**config.mk**
```make
export PLATFORM = sky130hd
export DESIGN_NAME = led_pixel_spi_code_encoder
export DESIGN_NICKNAME = d
export VERILOG_FILES = /design/src/sv/lpsce_pkg.sv /design/src/sv/lpsce_cfg_regs.sv /design/src/sv/lpsce_beat_seq.sv /design/src/sv/lpsce_code_gen.sv /design/src/sv/led_pixel_spi_code_encoder.sv
export SDC_FILE = /design/constraint.sdc
export NUM_CORES = 1
export LEC_CHECK = 0
export BUFFER_PORTS_ARGS = -buffer_cell sky130_fd_sc_hd__clkbuf_2
export CAP_MARGIN = 40
export CELL_PAD_IN_SITES_DETAIL_PLACEMENT = 1
export CELL_PAD_IN_SITES_GLOBAL_PLACEMENT = 1
export CORE_ASPECT_RATIO = 1.1
export CORE_UTILIZATION = 46
export CTS_BUF_LIST = sky130_fd_sc_hd__clkbuf_8 sky130_fd_sc_hd__clkbuf_16
export CTS_CLUSTER_SIZE = 28
export DETAILED_ROUTE_END_ITERATION = 8
export GPL_TIMING_DRIVEN = 1
export MAX_ROUTING_LAYER = met4
export PLACE_DENSITY = 0.86
export SYNTH_ARGS = -nofsm -noshare
export SYNTH_HDL_FRONTEND = slang
export SYNTH_SLANG_ARGS = --single-unit
```
**constraint.sdc**
```tcl
create_clock -name clk_i -period 3.49 [get_ports clk_i]
set_clock_uncertainty 0.1 [all_clocks]
set_input_delay 0.1745 -clock clk_i [delete_from_list [all_inputs] [get_ports clk_i]]
set_output_delay 0.1745 -clock clk_i [all_outputs]
set_load 0.1 [all_outputs]
```
**src/sv/lpsce_pkg.sv**
```systemverilog
// Shared types, codes and constants of the LED pixel SPI code encoder.
package lpsce_pkg;

  // Largest number of LEDs the buffer is laid out for
  localparam int unsigned MaxLeds = 1024;

  localparam int unsigned IndexW  = 10;
  localparam int unsigned ColourW = 8;
  localparam int unsigned OffsetW = 15;
  localparam int unsigned CountW  = 11;
  localparam int unsigned BeatW   = 5;
  localparam int unsigned CfgIdxW = 2;
  localparam int unsigned CfgDatW = 11;

  // SPI byte sent for a zero bit
  localparam logic [ColourW-1:0] ZeroCode = 8'hC0;

  // Register reset values
  localparam logic [ColourW-1:0] OneCodeReset  = 8'hF8;
  localparam logic [CountW-1:0]  LedCountReset = CountW'(MaxLeds);

  // Last beat number of each run length
  localparam logic [BeatW-1:0] LastBeatErr  = 5'd0;
  localparam logic [BeatW-1:0] LastBeatRaw  = 5'd2;
  localparam logic [BeatW-1:0] LastBeatWire = 5'd23;
  localparam logic [BeatW-1:0] LastBeatGrbw = 5'd31;

  typedef enum logic [1:0] {
    StripRawRgb   = 2'd0,
    StripWireRgb  = 2'd1,
    StripWireGrb  = 2'd2,
    StripWireGrbw = 2'd3
  } strip_type_e;

  typedef enum logic [CfgIdxW-1:0] {
    CfgStripType = 2'd0,
    CfgOneBitCode = 2'd1,
    CfgLedCount  = 2'd2
  } cfg_index_e;

  // Configuration as seen by the datapath
  typedef struct packed {
    strip_type_e        strip;
    logic [ColourW-1:0] one_code;
    logic [CountW-1:0]  led_count;
  } cfg_t;

  // One accepted pixel with the settings it was taken under
  typedef struct packed {
    logic [IndexW-1:0]  led_index;
    logic [ColourW-1:0] red;
    logic [ColourW-1:0] green;
    logic [ColourW-1:0] blue;
    logic [ColourW-1:0] white;
    strip_type_e        strip;
    logic [ColourW-1:0] one_code;
    logic               err;
  } item_t;

  // Current output beat of the run
  typedef struct packed {
    logic             valid;
    logic [BeatW-1:0] beat;
    logic             last;
  } beat_t;

endpackage

```
**src/sv/lpsce_cfg_regs.sv**
```systemverilog
// Configuration register file of the LED pixel SPI code encoder.
module lpsce_cfg_regs (
  input  logic                           clk_i,
  input  logic                           rst_ni,
  input  logic                           cfg_valid_i,
  output logic                           cfg_ready_o,
  input  logic [lpsce_pkg::CfgIdxW-1:0]  cfg_index_i,
  input  logic [lpsce_pkg::CfgDatW-1:0]  cfg_data_i,
  output lpsce_pkg::cfg_t                cfg_o
);
  import lpsce_pkg::*;

  strip_type_e        strip_q;
  logic [ColourW-1:0] one_code_q;
  logic [CountW-1:0]  led_count_q;
  logic               wr_en;

  assign cfg_ready_o = 1'b1;
  assign wr_en       = cfg_valid_i & cfg_ready_o;

  // Take a write transaction; unknown indexes are dropped
  always_ff @(posedge clk_i or negedge rst_ni) begin
    if (!rst_ni) begin
      strip_q     <= StripWireRgb;
      one_code_q  <= OneCodeReset;
      led_count_q <= LedCountReset;
    end else if (wr_en) begin
      case (cfg_index_e'(cfg_index_i))
        CfgStripType:  strip_q     <= strip_type_e'(cfg_data_i[1:0]);
        CfgOneBitCode: one_code_q  <= cfg_data_i[ColourW-1:0];
        CfgLedCount:   led_count_q <= cfg_data_i[CountW-1:0];
        default: ;
      endcase
    end
  end

  assign cfg_o = '{strip: strip_q, one_code: one_code_q, led_count: led_count_q};

endmodule

```
**src/sv/lpsce_beat_seq.sv**
```systemverilog
// Input register and output beat counter of the LED pixel SPI code encoder.
module lpsce_beat_seq (
  input  logic                           clk_i,
  input  logic                           rst_ni,
  input  logic                           start,
  output logic                           busy,
  input  logic [lpsce_pkg::IndexW-1:0]   led_index_i,
  input  logic [lpsce_pkg::ColourW-1:0]  red_i,
  input  logic [lpsce_pkg::ColourW-1:0]  green_i,
  input  logic [lpsce_pkg::ColourW-1:0]  blue_i,
  input  logic [lpsce_pkg::ColourW-1:0]  white_i,
  input  lpsce_pkg::cfg_t                cfg_i,
  output lpsce_pkg::item_t               item_o,
  output lpsce_pkg::beat_t               beat_o
);
  import lpsce_pkg::*;

  item_t            item_q, item_d;
  logic             active_q, active_d;
  logic [BeatW-1:0] beat_q, beat_d;
  logic [BeatW-1:0] last_beat_q, last_beat_d;
  logic             at_last;
  logic             accept;
  logic             idx_bad;

  assign at_last = (beat_q == last_beat_q);
  assign busy    = active_q & ~at_last;
  assign accept  = start & ~busy;

  // Reject indexes past the strip or the buffer
  assign idx_bad = ({1'b0, led_index_i} >= cfg_i.led_count) ||
                   ({1'b0, led_index_i} >= CountW'(MaxLeds));

  // Load a new pixel or advance through the current run
  always_comb begin
    item_d      = item_q;
    active_d    = active_q;
    beat_d      = beat_q;
    last_beat_d = last_beat_q;
    if (accept) begin
      item_d = '{led_index: led_index_i, red: red_i, green: green_i, blue: blue_i,
                 white: white_i, strip: cfg_i.strip, one_code: cfg_i.one_code,
                 err: idx_bad};
      active_d = 1'b1;
      beat_d   = '0;
      if (idx_bad) begin
        last_beat_d = LastBeatErr;
      end else begin
        case (cfg_i.strip)
          StripRawRgb:   last_beat_d = LastBeatRaw;
          StripWireGrbw: last_beat_d = LastBeatGrbw;
          default:       last_beat_d = LastBeatWire;
        endcase
      end
    end else if (active_q) begin
      if (at_last) begin
        active_d = 1'b0;
      end else begin
        beat_d = beat_q + 1'b1;
      end
    end
  end

  always_ff @(posedge clk_i or negedge rst_ni) begin
    if (!rst_ni) begin
      active_q    <= 1'b0;
      beat_q      <= '0;
      last_beat_q <= '0;
    end else begin
      active_q    <= active_d;
      beat_q      <= beat_d;
      last_beat_q <= last_beat_d;
    end
  end

  // Pixel payload holds no reset
  always_ff @(posedge clk_i) begin
    item_q <= item_d;
  end

  assign item_o = item_q;
  assign beat_o = '{valid: active_q, beat: beat_q, last: at_last};

  a_accept_starts_run: assert property (@(posedge clk_i) disable iff (!rst_ni)
    accept |=> (active_q && beat_q == '0))
    else $error("accepted pixel did not start at beat zero");

  a_beat_in_range: assert property (@(posedge clk_i) disable iff (!rst_ni)
    active_q |-> (beat_q <= last_beat_q))
    else $error("beat counter ran past end of run");

  a_error_single: assert property (@(posedge clk_i) disable iff (!rst_ni)
    (active_q && item_q.err) |-> (last_beat_q == LastBeatErr))
    else $error("rejected index produced more than one result");

endmodule

```
**src/sv/lpsce_code_gen.sv**
```systemverilog
// Byte and offset encoder with result register of the LED pixel SPI code encoder.
module lpsce_code_gen (
  input  logic                           clk_i,
  input  logic                           rst_ni,
  input  lpsce_pkg::item_t               item_i,
  input  lpsce_pkg::beat_t               beat_i,
  output logic                           result_valid_o,
  output logic [lpsce_pkg::OffsetW-1:0]  byte_offset_o,
  output logic [lpsce_pkg::ColourW-1:0]  code_byte_o,
  output logic                           last_of_run_o,
  output logic                           index_error_o
);
  import lpsce_pkg::*;

  logic [OffsetW-1:0] idx_w, base3, base24, base32, base, offset_d;
  logic [ColourW-1:0] colour, byte_d;
  logic [1:0]         slot;
  logic [2:0]         bit_pos;
  logic               valid_q;
  logic [OffsetW-1:0] offset_q;
  logic [ColourW-1:0] byte_q;
  logic               last_q, err_q;

  assign slot    = beat_i.beat[4:3];
  assign bit_pos = beat_i.beat[2:0];

  // Pixel base offsets for the three strides
  assign idx_w  = OffsetW'(item_i.led_index);
  assign base3  = (idx_w << 1) + idx_w;
  assign base24 = base3 << 3;
  assign base32 = idx_w << 5;

  // Pick the colour of the current slot in wire order
  always_comb begin
    case (item_i.strip)
      StripWireRgb: begin
        case (slot)
          2'd0:    colour = item_i.red;
          2'd1:    colour = item_i.green;
          default: colour = item_i.blue;
        endcase
      end
      default: begin
        case (slot)
          2'd0:    colour = item_i.green;
          2'd1:    colour = item_i.red;
          2'd2:    colour = item_i.blue;
          default: colour = item_i.white;
        endcase
      end
    endcase
  end

  // Form the byte and its buffer position for this beat
  always_comb begin
    case (item_i.strip)
      StripRawRgb:   base = base3;
      StripWireGrbw: base = base32;
      default:       base = base24;
    endcase
    offset_d = base + OffsetW'(beat_i.beat);
    if (item_i.strip == StripRawRgb) begin
      case (beat_i.beat[1:0])
        2'd0:    byte_d = item_i.red;
        2'd1:    byte_d = item_i.green;
        default: byte_d = item_i.blue;
      endcase
    end else begin
      byte_d = colour[3'd7 - bit_pos] ? item_i.one_code : ZeroCode;
    end
    if (item_i.err) begin
      offset_d = '0;
      byte_d   = '0;
    end
  end

  always_ff @(posedge clk_i or negedge rst_ni) begin
    if (!rst_ni) begin
      valid_q <= 1'b0;
    end else begin
      valid_q <= beat_i.valid;
    end
  end

  // Result payload holds no reset
  always_ff @(posedge clk_i) begin
    offset_q <= offset_d;
    byte_q   <= byte_d;
    last_q   <= beat_i.last;
    err_q    <= item_i.err;
  end

  assign result_valid_o = valid_q;
  assign byte_offset_o  = offset_q;
  assign code_byte_o    = byte_q;
  assign last_of_run_o  = last_q;
  assign index_error_o  = err_q;

  a_error_is_last: assert property (@(posedge clk_i) disable iff (!rst_ni)
    (valid_q && err_q) |-> (last_q && offset_q == '0 && byte_q == '0))
    else $error("error result not a single empty final result");

  a_beat_to_result: assert property (@(posedge clk_i) disable iff (!rst_ni)
    beat_i.valid |=> valid_q)
    else $error("active beat produced no result");

  a_offset_steps: assert property (@(posedge clk_i) disable iff (!rst_ni)
    (valid_q && !last_q && $past(beat_i.valid)) |=>
      (valid_q && byte_offset_o == $past(byte_offset_o) + 1'b1))
    else $error("offsets within a run are not consecutive");

endmodule

```
**src/sv/led_pixel_spi_code_encoder.sv**
```systemverilog
// Top level of the LED pixel SPI code encoder.
// One pixel write (start with busy low) becomes a run of SPI buffer bytes, one
// result per cycle on result_valid_o, the first once the write has passed the beat
// register and the result register. A run is 3 results in clocked RGB mode, 24 in
// one-wire RGB and GRB, 32 in one-wire GRBW, and a single result with index_error_o
// set for an index at or past the LED count. The beat counter emits one byte a
// cycle; busy drops during the final beat of a run, and the next pixel then follows
// without a gap. Results cannot be held off: the receiver must take each one in the
// cycle it appears. Configuration is written through the cfg channel, which is
// always ready; it is up to the user to write it only while no run is active.
module led_pixel_spi_code_encoder (
  input  logic                           clk_i,
  input  logic                           rst_ni,
  input  logic                           start,
  output logic                           busy,
  input  logic [lpsce_pkg::IndexW-1:0]   led_index_i,
  input  logic [lpsce_pkg::ColourW-1:0]  red_i,
  input  logic [lpsce_pkg::ColourW-1:0]  green_i,
  input  logic [lpsce_pkg::ColourW-1:0]  blue_i,
  input  logic [lpsce_pkg::ColourW-1:0]  white_i,
  input  logic                           cfg_valid_i,
  output logic                           cfg_ready_o,
  input  logic [lpsce_pkg::CfgIdxW-1:0]  cfg_index_i,
  input  logic [lpsce_pkg::CfgDatW-1:0]  cfg_data_i,
  output logic                           result_valid_o,
  output logic [lpsce_pkg::OffsetW-1:0]  byte_offset_o,
  output logic [lpsce_pkg::ColourW-1:0]  code_byte_o,
  output logic                           last_of_run_o,
  output logic                           index_error_o
);
  import lpsce_pkg::*;

  cfg_t  cfg;
  item_t item;
  beat_t beat;

  lpsce_cfg_regs u_cfg_regs (
    .clk_i       (clk_i),
    .rst_ni      (rst_ni),
    .cfg_valid_i (cfg_valid_i),
    .cfg_ready_o (cfg_ready_o),
    .cfg_index_i (cfg_index_i),
    .cfg_data_i  (cfg_data_i),
    .cfg_o       (cfg)
  );

  lpsce_beat_seq u_beat_seq (
    .clk_i       (clk_i),
    .rst_ni      (rst_ni),
    .start       (start),
    .busy        (busy),
    .led_index_i (led_index_i),
    .red_i       (red_i),
    .green_i     (green_i),
    .blue_i      (blue_i),
    .white_i     (white_i),
    .cfg_i       (cfg),
    .item_o      (item),
    .beat_o      (beat)
  );

  lpsce_code_gen u_code_gen (
    .clk_i          (clk_i),
    .rst_ni         (rst_ni),
    .item_i         (item),
    .beat_i         (beat),
    .result_valid_o (result_valid_o),
    .byte_offset_o  (byte_offset_o),
    .code_byte_o    (code_byte_o),
    .last_of_run_o  (last_of_run_o),
    .index_error_o  (index_error_o)
  );

endmodule
```
==> flow_summary.yaml <==
sta:
  setup_viol: 0
  min_period_over_period: 0.944
  slew_headroom: 0.403
  finalCriticalPeriod_ns: 3.29
  maxSlewViolCount: 0
  max_freq_mhz: 304
  finalHoldWorstSlack_ns: 0.0228
  tightest_slew_ns: 0.895
  hold_viol_final: 0
global_routing:
  grt_pass1_wl_um: 26400
  grt_overflow: 0
  grtUsageTotal: 0.282
  grt_max_degree: 35
  grt_pass1_vias: 5057
  antenna_found_initial: 0
clock_tree:
  clk_latency_ns: 0.36
  root_buffer: "clkbuf_16"
  clkSlewWorstSetupHoldPaths_ns: 0.07
  htreeDepth: 3
  cts_tree: "done"
  cts_made_buffers: 9
  clock_sinks: 109
  clk_path_buf_depth: 2
run:
  cap_violations: 0
die:
  ios: 87
  die_w_um: 109
  dieArea_mm2: 0.0130
  core_area_mm2: 0.0121
  initial_core_util: 0.476
  num_rows: 42
  die_y_um: 119
min_path:
  hp-class: "in -> reg"
  hp-start: "cfg_data_i[1]"
synth:
  synth_edf_count: 53
  syn_area_mm2: 0.00575
  syn_inst: 492
  yosys_warnings: 0
  syn_area_per_cell_um2: 11.7
  synth_compound_area_frac: 0.134
  synthesis.nets: 585
  synthAdderAreaFrac: 0.0766
  synth_ff_type: "edfxtp_1"
  synthSimpleGateAreaFrac: 0.118
  synth-xor-area-share: 0.0228
  synthMuxAreaShare: 0.113
  synth_cell_types: 67
  yosys_register_bits: 109
  synth_top_family_by_area: "compound AO/OA/AOI/OAI gates"
  synth.yosys.seq_area_share: 0.500
  synthArstFlopShare: 0.284
status:
  status: "finished, final reports clean"
routing:
  drtIter0Drc: 238
  totalWireLength_um: 16600
  firstDrtPassIters: 4
  viasPerCell: 5.82
  final_antenna_net_count: 0
  vias: 4611
  routedWlPerCell_um: 21.0
  drc: 0
final_layout:
  layout-drive-gt1-share: 0.274
  layout.nets: 726
  fillers: 1293
  multi_input_area_mm2: 0.00270
  diodes: 0
  area.growth.synth_to_final_pct: 25.3
  ff_latch_area_mm2: 0.00288
power:
  ir_drop_mv: 0.913
  p_leak_nw: 3.01
  p_total_w: 0.00661
  p_per_area_mw_per_mm2: 917
critical_path:
  end_kind: "flip-flop"
  crit_fanout: 3
  critPathArrivalTime_ns: 3.41
  cp-start-kind: "flip-flop"
  reg2reg_from: "u_beat_seq.item_o[10]$_DFFE_PP_"
  critPathKind: "reg -> reg"
  cp-startpoint: "u_beat_seq.item_o[10]$_DFFE_PP_"
  cp.required_ns: 3.60
placed_design:
  dp_hpwl_um: 11100
  io_buffers: 85
  place_congestion: 0.864
==> cells in the mapped netlist (3+ instances only) <==
cell | number | area, um2
inv_1 | 23 | 86.3
nand3b_1 | 3 | 22.5
nand2_1 | 33 | 124
clkbuf_1 | 14 | 52.6
edfxtp_1 | 53 | 1590
buf_4 | 4 | 30.0
a22oi_1 | 3 | 22.5
nand3_1 | 7 | 35.0
a31oi_1 | 4 | 25.0
nor2_1 | 27 | 101
o21a_1 | 5 | 37.5
o21ai_1 | 13 | 65.1
nand2b_1 | 9 | 56.3
o31ai_1 | 4 | 30.0
or2_2 | 3 | 18.8
o21ai_0 | 21 | 105
nor3_1 | 6 | 30.0
or3_1 | 3 | 18.8
ha_1 | 32 | 400
or4b_1 | 6 | 60.1
a22o_1 | 6 | 52.6
dfrtp_1 | 24 | 601
xnor2_1 | 9 | 78.8
xor2_1 | 6 | 52.6
a21oi_1 | 22 | 110
buf_2 | 4 | 20.0
a211oi_1 | 3 | 22.5
and3_1 | 5 | 31.3
mux2_2 | 24 | 270
dfstp_2 | 7 | 184
mux2i_1 | 11 | 110
nor2b_1 | 6 | 37.5
a21o_1 | 9 | 67.6
dfxtp_1 | 25 | 500
mux4_2 | 12 | 270
o211ai_1 | 5 | 37.5
==> final cells by class <==
cell class                      instances  area share
Clock inverter                          7     0.00729
Sequential cell                       109       0.399
Tap cell                              154      0.0267
Timing Repair Buffer                  153       0.148
Inverter                               25      0.0130
Multi-Input combinational cell        335       0.374
Clock buffer                            9      0.0313
==> critical path: stages, from the launching register on <==
cell and delay (ns):
edfxtp_1 0.41, inv_1 0.11, ha_1 0.27, inv_1 0.08, and3_1 0.15, ha_1 0.18, inv_1 0.06, fa_1 0.41
nor2b_2 0.16, o21a_1 0.15, o21ai_0 0.08, a21boi_1 0.19, nand4b_1 0.21, nor4_4 0.32, and3_1 0.20, nor3_1 0.05
==> registers in the layout, indices dropped and copies added, names as in the netlist <==
register and count:
u_cfg_regs.led_count_q 11, u_beat_seq.item_o 53, u_code_gen.index_error_o 1, u_cfg_regs.strip_q 2, u_cfg_regs.one_code_q 8, u_code_gen.last_of_run_o 1
u_code_gen.byte_offset_o 15, u_beat_seq.beat_q 5, u_beat_seq.last_beat_q 3, u_code_gen.code_byte_o 8, u_beat_seq.active_q 1, u_code_gen.result_valid_o 1
==> report_power, final <==
part	internal (W)	switching [W]	total, W
clock network	0.000489	0.000501	0.000990
registers	0.00178	0.000283	0.00207
logic	0.00111	0.00244	0.00355
==> cell families (layout without fill, tap and decap cells) <==
family	Yosys count	count (layout)
simple gates	124	124
compound gates	114	114
flops	109	109
buf+inv	48	194
mux	47	47
fa+ha+maj	34	34
xor+xnor	15	15
other cells	1	1
==> metrics by stage <==
stage / area, um2 / instances / worst slack [ns] / utilization / setup TNS (ns)
floorplan: 5750 / 492 / 0.382 / - / 0
global placement: 6350 / 719 / 0.272 / 0.525 / 0
detailed placement: 6350 / 719 / 0.157 / 0.525 / 0
CTS: 7150 / 788 / 0.131 / 0.592 / 0
global route: 7210 / 792 / -0.0210 / 0.596 / -0.0210
finish: 7210 / 792 / 0.196 / 0.596 / 0
==> cell usage in the layout (no fill, tap or decap), drive strengths merged, types with 7 or more instances in the layout <==
cell         synthesis  final
edfxtp              53     53
o21ai               35     35
inv                 25     28
clkbuf              14     94
ha                  32     32
dfstp                7      7
dlygate4sd3          0     53
mux2                24     24
dfxtp               25     25
nor2                27     27
mux4                12     12
a21oi               23     23
nand3                7      7
nand2               34     34
mux2i               11     11
dfrtp               24     24
nand2b               9      9
a21o                 9      9
xnor2                9      9
buf                  9     15
==> worst paths after layout <==
path                            cells past startpoint  slack [ns]                                 endpoint
worst max-delay path                               15        0.20  u_code_gen.byte_offset_o[14]$_SDFF_PP0_
worst min-delay path                                2        0.02     u_cfg_regs.one_code_q[1]$_DFFE_PN0P_
worst max register to register                     15        0.20  u_code_gen.byte_offset_o[14]$_SDFF_PP0_
worst min register to register                      0        0.29      u_code_gen.result_valid_o$_DFF_PN0_
max in group asynchronous                           2        2.39    u_cfg_regs.led_count_q[4]$_DFFE_PN0P_
min in group asynchronous                           2        0.35         u_beat_seq.beat_q[1]$_DFFE_PN0P_
==> routing by layer <==
metal,share of wire,track usage,wire [um],vias up
met2,0.54,0.489,9020,119
met4,0.043,0.149,709,0
met5,0,-,0,-
li1,-,-,-,2106
met1,0.39,0.312,6440,2332
met3,0.027,0.0339,451,54
==> what timing repair did <==
action,CTS,global route
hold buffers,53,0
setup buffers,0,4
gates resized for setup,0,4
hold endpoints to repair,82,0
endpoints found under the setup margin,0,6
(Power assumes the default switching activity.)
